File: src/rtl/core/slt_pkg.sv
// shared types and constants for the sorted list table
// no dependencies
package slt_pkg;

	localparam int CAPACITY = 16;
	localparam int IDX_W    = $clog2(CAPACITY);
	localparam int CNT_W    = $clog2(CAPACITY + 1);
	localparam int VAL_W    = 32;
	localparam int POS_W    = 4;
	localparam int ECNT_W   = 5;

	typedef enum logic [1:0] {
		OP_INSERT = 2'd0,
		OP_SEARCH = 2'd1,
		OP_REMOVE = 2'd2
	} op_t;

	typedef enum logic [1:0] {
		ST_OK      = 2'd0,
		ST_FULL    = 2'd1,
		ST_MISSING = 2'd2
	} status_t;

	typedef struct packed {
		logic [1:0]              func;
		logic signed [VAL_W-1:0] value;
	} in_word_t;

	typedef struct packed {
		logic              found;
		logic [POS_W-1:0]  position;
		logic [ECNT_W-1:0] entry_count;
		logic [1:0]        status;
	} out_word_t;

	// broadcast from the top level to every cell
	typedef struct packed {
		logic                    ins;
		logic                    rem;
		logic signed [VAL_W-1:0] value;
	} cell_ctl_t;

endpackage

File: src/rtl/core/slt_cell.sv
// one slot of the sorted table: holds a value, compares it against the key
// and shifts toward either neighbor; depends on slt_pkg
module slt_cell (
	input  logic                              clk,
	input  slt_pkg::cell_ctl_t                ctl,
	input  logic                              occupied,
	input  logic                              left_less,
	input  logic signed [slt_pkg::VAL_W-1:0]  left_entry,
	input  logic signed [slt_pkg::VAL_W-1:0]  right_entry,
	output logic signed [slt_pkg::VAL_W-1:0]  entry,
	output logic                              less,
	output logic                              eq,
	output logic                              boundary
);

	logic signed [slt_pkg::VAL_W-1:0] entry_q;

	assign entry    = entry_q;
	assign less     = occupied && (entry_q < ctl.value);
	assign eq       = occupied && (entry_q == ctl.value);
	// first cell whose value is not smaller than the key
	assign boundary = !less && left_less;

	always_ff @(posedge clk) begin
		if (ctl.ins && !less) begin
			entry_q <= left_less ? ctl.value : left_entry;
		end else if (ctl.rem && !less) begin
			entry_q <= right_entry;
		end
	end

endmodule

File: src/rtl/core/sorted_list_table_top.sv
// top level of the sorted list table: chain of slt_cell slots, fill count
// and output register; depends on slt_pkg and slt_cell
//
//  channel | signals                   | word
//  --------+---------------------------+-------------------------------
//  in      | in_valid, in_ready        | in_data  (func, value)
//  out     | out_valid, out_ready      | out_data (found, position,
//          |                           |           entry_count, status)
//
// one word per cycle: every cell compares the key in parallel and the whole
// row shifts in the cycle the word is accepted; the result shows in the next
// cycle from the output register. in_ready is low only while a result is held
// and out_ready is low. reset empties the table by clearing the fill count.
module sorted_list_table_top (
	input  logic                clk,
	input  logic                arst_n,
	input  logic                in_valid,
	output logic                in_ready,
	input  slt_pkg::in_word_t   in_data,
	output logic                out_valid,
	input  logic                out_ready,
	output slt_pkg::out_word_t  out_data
);

	localparam int N = slt_pkg::CAPACITY;

	logic [slt_pkg::CNT_W-1:0]          count_q;
	logic                               out_valid_q;
	slt_pkg::out_word_t                 out_q;
	slt_pkg::cell_ctl_t                 ctl;
	logic                               accept;
	logic                               full;
	logic                               found_any;
	logic [slt_pkg::IDX_W-1:0]          pos;
	logic signed [slt_pkg::VAL_W-1:0]   entry_w [N];
	logic [N-1:0]                       less_w;
	logic [N-1:0]                       eq_w;
	logic [N-1:0]                       bnd_w;
	slt_pkg::out_word_t                 res;

	assign accept    = in_valid && in_ready;
	assign in_ready  = !out_valid_q || out_ready;
	assign out_valid = out_valid_q;
	assign out_data  = out_q;
	assign full      = (count_q == slt_pkg::CNT_W'(N));
	assign found_any = |eq_w;

	assign ctl.value = in_data.value;
	assign ctl.ins   = accept && (in_data.func == slt_pkg::OP_INSERT) && !full;
	assign ctl.rem   = accept && (in_data.func == slt_pkg::OP_REMOVE) && found_any;

	for (genvar i = 0; i < N; i++) begin : g_cell
		slt_cell u_cell (
			.clk         (clk),
			.ctl         (ctl),
			.occupied    (slt_pkg::CNT_W'(i) < count_q),
			.left_less   ((i == 0) ? 1'b1 : less_w[(i == 0) ? 0 : i-1]),
			.left_entry  (entry_w[(i == 0) ? 0 : i-1]),
			.right_entry (entry_w[(i == N-1) ? i : i+1]),
			.entry       (entry_w[i]),
			.less        (less_w[i]),
			.eq          (eq_w[i]),
			.boundary    (bnd_w[i])
		);
	end

	// boundary is one-hot or empty, so an or-reduce encodes it
	always_comb begin
		pos = '0;
		for (int i = 0; i < N; i++) begin
			if (bnd_w[i]) begin
				pos = pos | slt_pkg::IDX_W'(i);
			end
		end
	end

	always_comb begin
		res = '0;
		res.entry_count = slt_pkg::ECNT_W'(count_q);
		case (slt_pkg::op_t'(in_data.func))
			slt_pkg::OP_INSERT: begin
				if (full) begin
					res.status = slt_pkg::ST_FULL;
				end else begin
					res.position    = slt_pkg::POS_W'(pos);
					res.entry_count = slt_pkg::ECNT_W'(count_q + 1'b1);
				end
			end
			slt_pkg::OP_SEARCH, slt_pkg::OP_REMOVE: begin
				if (found_any) begin
					res.found    = 1'b1;
					res.position = slt_pkg::POS_W'(pos);
					if (in_data.func == slt_pkg::OP_REMOVE) begin
						res.entry_count = slt_pkg::ECNT_W'(count_q - 1'b1);
					end
				end else begin
					res.status = slt_pkg::ST_MISSING;
				end
			end
			default: begin
				res.status = slt_pkg::ST_OK;
			end
		endcase
	end

	always_ff @(posedge clk or negedge arst_n) begin
		if (!arst_n) begin
			count_q     <= '0;
			out_valid_q <= 1'b0;
		end else begin
			if (ctl.ins) begin
				count_q <= count_q + 1'b1;
			end else if (ctl.rem) begin
				count_q <= count_q - 1'b1;
			end
			if (accept) begin
				out_valid_q <= 1'b1;
			end else if (out_ready) begin
				out_valid_q <= 1'b0;
			end
		end
	end

	always_ff @(posedge clk) begin
		if (accept) begin
			out_q <= res;
		end
	end

`ifndef ASSERT_OFF
	a_count_bound: assert property (@(posedge clk) disable iff (!arst_n)
		count_q <= slt_pkg::CNT_W'(N))
		else $error("fill count above capacity");

	a_insert_grows: assert property (@(posedge clk) disable iff (!arst_n)
		ctl.ins |=> count_q == $past(count_q) + 1'b1)
		else $error("insert did not grow the table");

	a_full_status: assert property (@(posedge clk) disable iff (!arst_n)
		out_valid_q && out_q.status == slt_pkg::ST_FULL
		|-> out_q.entry_count == slt_pkg::ECNT_W'(N))
		else $error("full status with free slots");

	a_found_ok: assert property (@(posedge clk) disable iff (!arst_n)
		out_valid_q && out_q.found |-> out_q.status == slt_pkg::ST_OK)
		else $error("match reported with error status");
`endif

endmodule
File: config.mk
export PLATFORM = sky130hd
export DESIGN_NAME = sorted_list_table_top
export DESIGN_NICKNAME = d
export VERILOG_FILES = /design/src/rtl/core/slt_pkg.sv /design/src/rtl/core/slt_cell.sv /design/src/rtl/core/sorted_list_table_top.sv
export SDC_FILE = /design/constraint.sdc
export NUM_CORES = 2
export LEC_CHECK = 0
export CORE_MARGIN = 8
export CORE_UTILIZATION = 50
export DETAILED_ROUTE_END_ITERATION = 12
export DONT_BUFFER_PORTS = 1
export GPL_ROUTABILITY_DRIVEN = 0
export HOLD_SLACK_MARGIN = 0.03
export PLACE_DENSITY = 0.65
export SLEW_MARGIN = 40
export SYNTH_ARGS = -nofsm -noshare
export SYNTH_HDL_FRONTEND = slang
export SYNTH_HIERARCHICAL = 1
export SYNTH_SLANG_ARGS = --single-unit
export TNS_END_PERCENT = 100
File: constraint.sdc
create_clock -name clk -period 5.85 [get_ports clk]
set_clock_uncertainty 0.2 [all_clocks]
set_input_delay 1.17 -clock clk [delete_from_list [all_inputs] [get_ports clk]]
set_output_delay 1.17 -clock clk [all_outputs]
set_load 0.01 [all_outputs]
# Word level (Yosys, flattened, before mapping)
# Index checks and enable logic that the tools add are counted.
[classes]
add_sub_neg = 2
n_lt_le_gt_ge = 32
eq_ne = 19
muxes = 71
n_reduce_logical = 122
[ops]
columns = ["cell", "n"]
rows = [
  ["32-bit two-way mux", 45],
  ["32-bit equality test", 16],
  ["32-bit < comparator", 16],
  ["1-bit logical AND", 83],
  ["4-bit by 5-bit < comparator with 1-bit output, first input constant", 8],
  ["2-bit nonzero test", 17],
  ["4-bit two-way mux", 8],
  ["3-bit by 5-bit < comparator with 1-bit output, first input constant", 4],
  ["1-bit logical NOT", 18],
  ["9-bit case mux with 2 select lines", 1],
  ["16-bit OR reduction", 1],
  ["5-bit two-way mux", 3],
  ["3-bit two-way mux", 4],
  ["1-bit by 5-bit < comparator with 1-bit output, first input constant", 2],
  ["2-bit by 5-bit < comparator with 1-bit output, first input constant", 2],
  ["10-bit two-way mux", 1],
  ["9-bit two-way mux", 1],
  ["2-bit two-way mux", 3],
  ["5-bit by 1-bit adder with 5-bit output, second input constant", 1],
  ["5-bit equality test, second input constant", 1],
  ["5-bit by 1-bit subtractor with 5-bit output, second input constant", 1],
  ["1-bit two-way mux", 4],
  ["2-bit case mux with 2 select lines", 1],
  ["2-bit by 1-bit equality test with 1-bit output, second input constant", 1],
  ["other kinds (4)", 4],
]
[word_totals]
regBits = 530
inputBits = 38
output_inout_bits = 14
wordCells = 268

# Logic depth before layout (Yosys ltp)
[logic_depth]
depth_word = 21
ltp_mapped = 14
depth_no_buf = 12

# Modules after synthesis
# Netlist, hierarchy kept.
[by_module_without_submodules]
columns = ["module", "instances", "cells_each", "area_each_um2", "seq_area_each_um2"]
rows = [
  ["slt_cell", 16, 269, 2636.3, 960.9],
  ["sorted_list_table_top", 1, 160, 1421.4, 510.5],
]

# Worst setup path before layout
# No wires, ideal clock.
[synth_path]
path_type = "input-to-reg"
from = "in in_data[31] (netlist name)"
to = "reg g_cell[0].u_cell.entry_q (netlist bit g_cell[0].u_cell/entry[0]) (enable)"
setup_time_ns = 0.432
arrival_time_ns = 4.878
setup_slack_ns = 0.340
path_stages = 10
n_path_buf = 0
path_cell_list = "inv_1 ha_1 nand4_1 nor4_1 and4_1 or4_1 o41ai_4 nor2_1 nor2_1 a21oi_1"
[synth_rtl]
columns = ["item", "line_no", "source"]
rows = [
  ["from (decl)", "sorted_list_table_top.sv:19", "input slt_pkg::in_word_t in_data,"],
  ["to (signal assigned)", "slt_cell.sv:26", "entry_q <= left_less ? ctl.value : left_entry;"],
  ["to (signal assigned)", "slt_cell.sv:28", "entry_q <= right_entry;"],
  ["to (decl)", "slt_cell.sv:16", "logic signed [slt_pkg::VAL_W-1:0] entry_q;"],
]

==> metrics.cfg <==
[global_route]
grt_max_degree=65
grt_pass1_vias=32400
grt_usage=0.218
grt_pass1_wl_um=177000
gr-total-overflow=0
antenna_found_initial=0

[pwr]
powerDensity_mw_per_mm2=231
vdd_drop_max_v=0.000201
leakage_uw=0.0196

[setup_path]
cp.required_ns=6.02
end_kind=flip-flop
critPathLaunchType=flip-flop
cp_data_arrival_time_ns=5.05
path_max_fanout=21
path_class=flip-flop to flip-flop

[placement]
dp_cells=5411
placed_area_mm2=0.0447
hpwl_um=84800
port_buffers=0

[sta]
hold-worst-slack_ns=0.476
setup_viol=0
fin_tns_setup_ns=0
worstMarginPinSlew_ns=0.944
maxSlewHeadroom=0.365
final.min_clock_period_ns=4.88
finalHoldViolations=0
slew_violations=0
fin_crit_sh=0.834
grt_setup_unrepaired=false
clock.fmax_ghz=0.205

[yosys]
synthCells=4462
syn_area_per_cell_um2=9.77
ys_warn_count=6
netlist_area_mm2=0.0436
synth_nets=5019

[final_layout]
stdcell_count=5524
fin_area_mm2=0.0466
nets=4881
nFillCells=7764
drive_gt1_frac=0.0687
area_growth_pct=6.96
utilization=0.538
diodes=0

[hold_path]
hold_class=flip-flop to flip-flop

[clock_tree]
cts.sinks=530
cts_buffers=61
h-tree-depth=2
tritoncts=done
clockRootBuffer=clkbuf_16
clk_pin_slew_ns=0.06
cts_resized=0
cts_buffer_depth=3
insertion_delay_ns=0.63

[detailed_routing]
drtPass1Iterations=6
routed_wl_um=111000
routedWlPerCell_um=20.0
post-route-drc-count=0
drt_iter0_markers=2564
vias=33700
viasPerCell=6.10
ant_nets=0

[die]
ios=52
start_util=0.503
core_mm2=0.0866
die_area_mm2=0.0969
fp-row-count=108
die-height_um=311
die_x_um=311

[run_status]
outcome=complete, no violations

[flow_run]
maxCapViolations=0

-- per-stage QoR --
stage / worst slack (ns) / total power (uW)
detailed placement: 0.774 / 7200
finish: 0.972 / 10800
global route: 0.962 / 11300
CTS: 1.17 / 10800
global placement: 0.756 / 7090
floorplan: 0.340 / 6750
-- layout by cell type, fill, tap and decap left out, types with 15 or more instances in the layout --
| master | instances |
|---|---|
| a21oi_1 | 744 |
| inv_1 | 556 |
| edfxtp_1 | 524 |
| ha_1 | 519 |
| a31oi_1 | 515 |
| mux2i_1 | 513 |
| nand4_1 | 113 |
| nand2_1 | 94 |
| nand3_1 | 70 |
| o21ai_0 | 69 |
| clkbuf_16 | 61 |
| a21oi_2 | 48 |
| buf_4 | 42 |
| nor3_1 | 39 |
| nor2_1 | 38 |
| a21o_1 | 35 |
| and4_1 | 32 |
| a21boi_0 | 29 |
| nor4_1 | 23 |
| or4_4 | 20 |
| nand2b_1 | 20 |
| xnor2_1 | 18 |
| nor2b_1 | 17 |
| a211oi_1 | 17 |
| o211ai_1 | 16 |
| a211o_4 | 16 |
| a31oi_4 | 16 |
| a21oi_4 | 16 |
| buf_16 | 16 |
| clkbuf_1 | 15 |
| clkinv_1 | 15 |
| and2_2 | 15 |
-- flip-flops by register name, summed over array words and instances, names as in the netlist --
register             count
count_q                  5
out_valid                1
g_cell.u_cell/entry    512
out_data                12
-- where the power goes --
| part | internal (uW) | switching (uW) |
|---|---|---|
| registers | 4320 | 128 |
| logic | 1080 | 1620 |
| clock network | 2070 | 1570 |
| total | 7470 | 3320 |
-- area by class of cell --
type / count / area [um2] / area share
multi-input cells: 3093 / 24200 / 0.520
flip-flops and latches: 530 / 15900 / 0.341
inverters: 556 / 2090 / 0.0448
clock buffers: 76 / 1580 / 0.0339
well taps: 1155 / 1450 / 0.0310
repair buffers: 82 / 1150 / 0.0246
clock inverters: 32 / 241 / 0.00518
-- final timing paths --
path / start / endpoint / slack (ns) / depth (start not counted)
setup / recovery: count_q[2]$_DFFE_PN0P_ / g_cell[4].u_cell/entry[20]$_DFFE_PP_ / 0.97 / 12
hold / removal: g_cell[6].u_cell/entry[23]$_DFFE_PP_ / g_cell[5].u_cell/entry[23]$_DFFE_PP_ / 0.48 / 2
setup reg to reg: count_q[2]$_DFFE_PN0P_ / g_cell[4].u_cell/entry[20]$_DFFE_PP_ / 0.97 / 12
hold reg to reg: g_cell[6].u_cell/entry[23]$_DFFE_PP_ / g_cell[5].u_cell/entry[23]$_DFFE_PP_ / 0.48 / 2
max in group asynchronous: arst_n / count_q[0]$_DFFE_PN0P_ / 4.58 / 1
min in group asynchronous: arst_n / count_q[3]$_DFFE_PN0P_ / 0.66 / 1
-- worst max-delay path: stages (launching register included) --
cell and delay (ns):
dfrtp_1 0.66, nor3_1 0.84, a22oi_1 0.43, and4_1 0.32, and4_1 0.27, or4_4 0.64
o41ai_4 0.33, nor2_1 0.07, buf_4 0.24, nor2_1 0.19, a21oi_4 0.05, buf_8 0.20
buf_16 0.17
-- per-layer routing --
layer	routed length, um	global-route usage
met3	4700	0.0216
met4	2800	0.0578
met5	0	0
met2	53000	0.377
met1	50100	0.291
-- timing repair --
| action | CTS | global route |
|---|---|---|
| buffers inserted | 0 | 0 |
| hold buffers | 1 | 0 |
| endpoints found under the hold margin | 6 | 0 |
No activity file was read; power rests on OpenSTA's default activity.
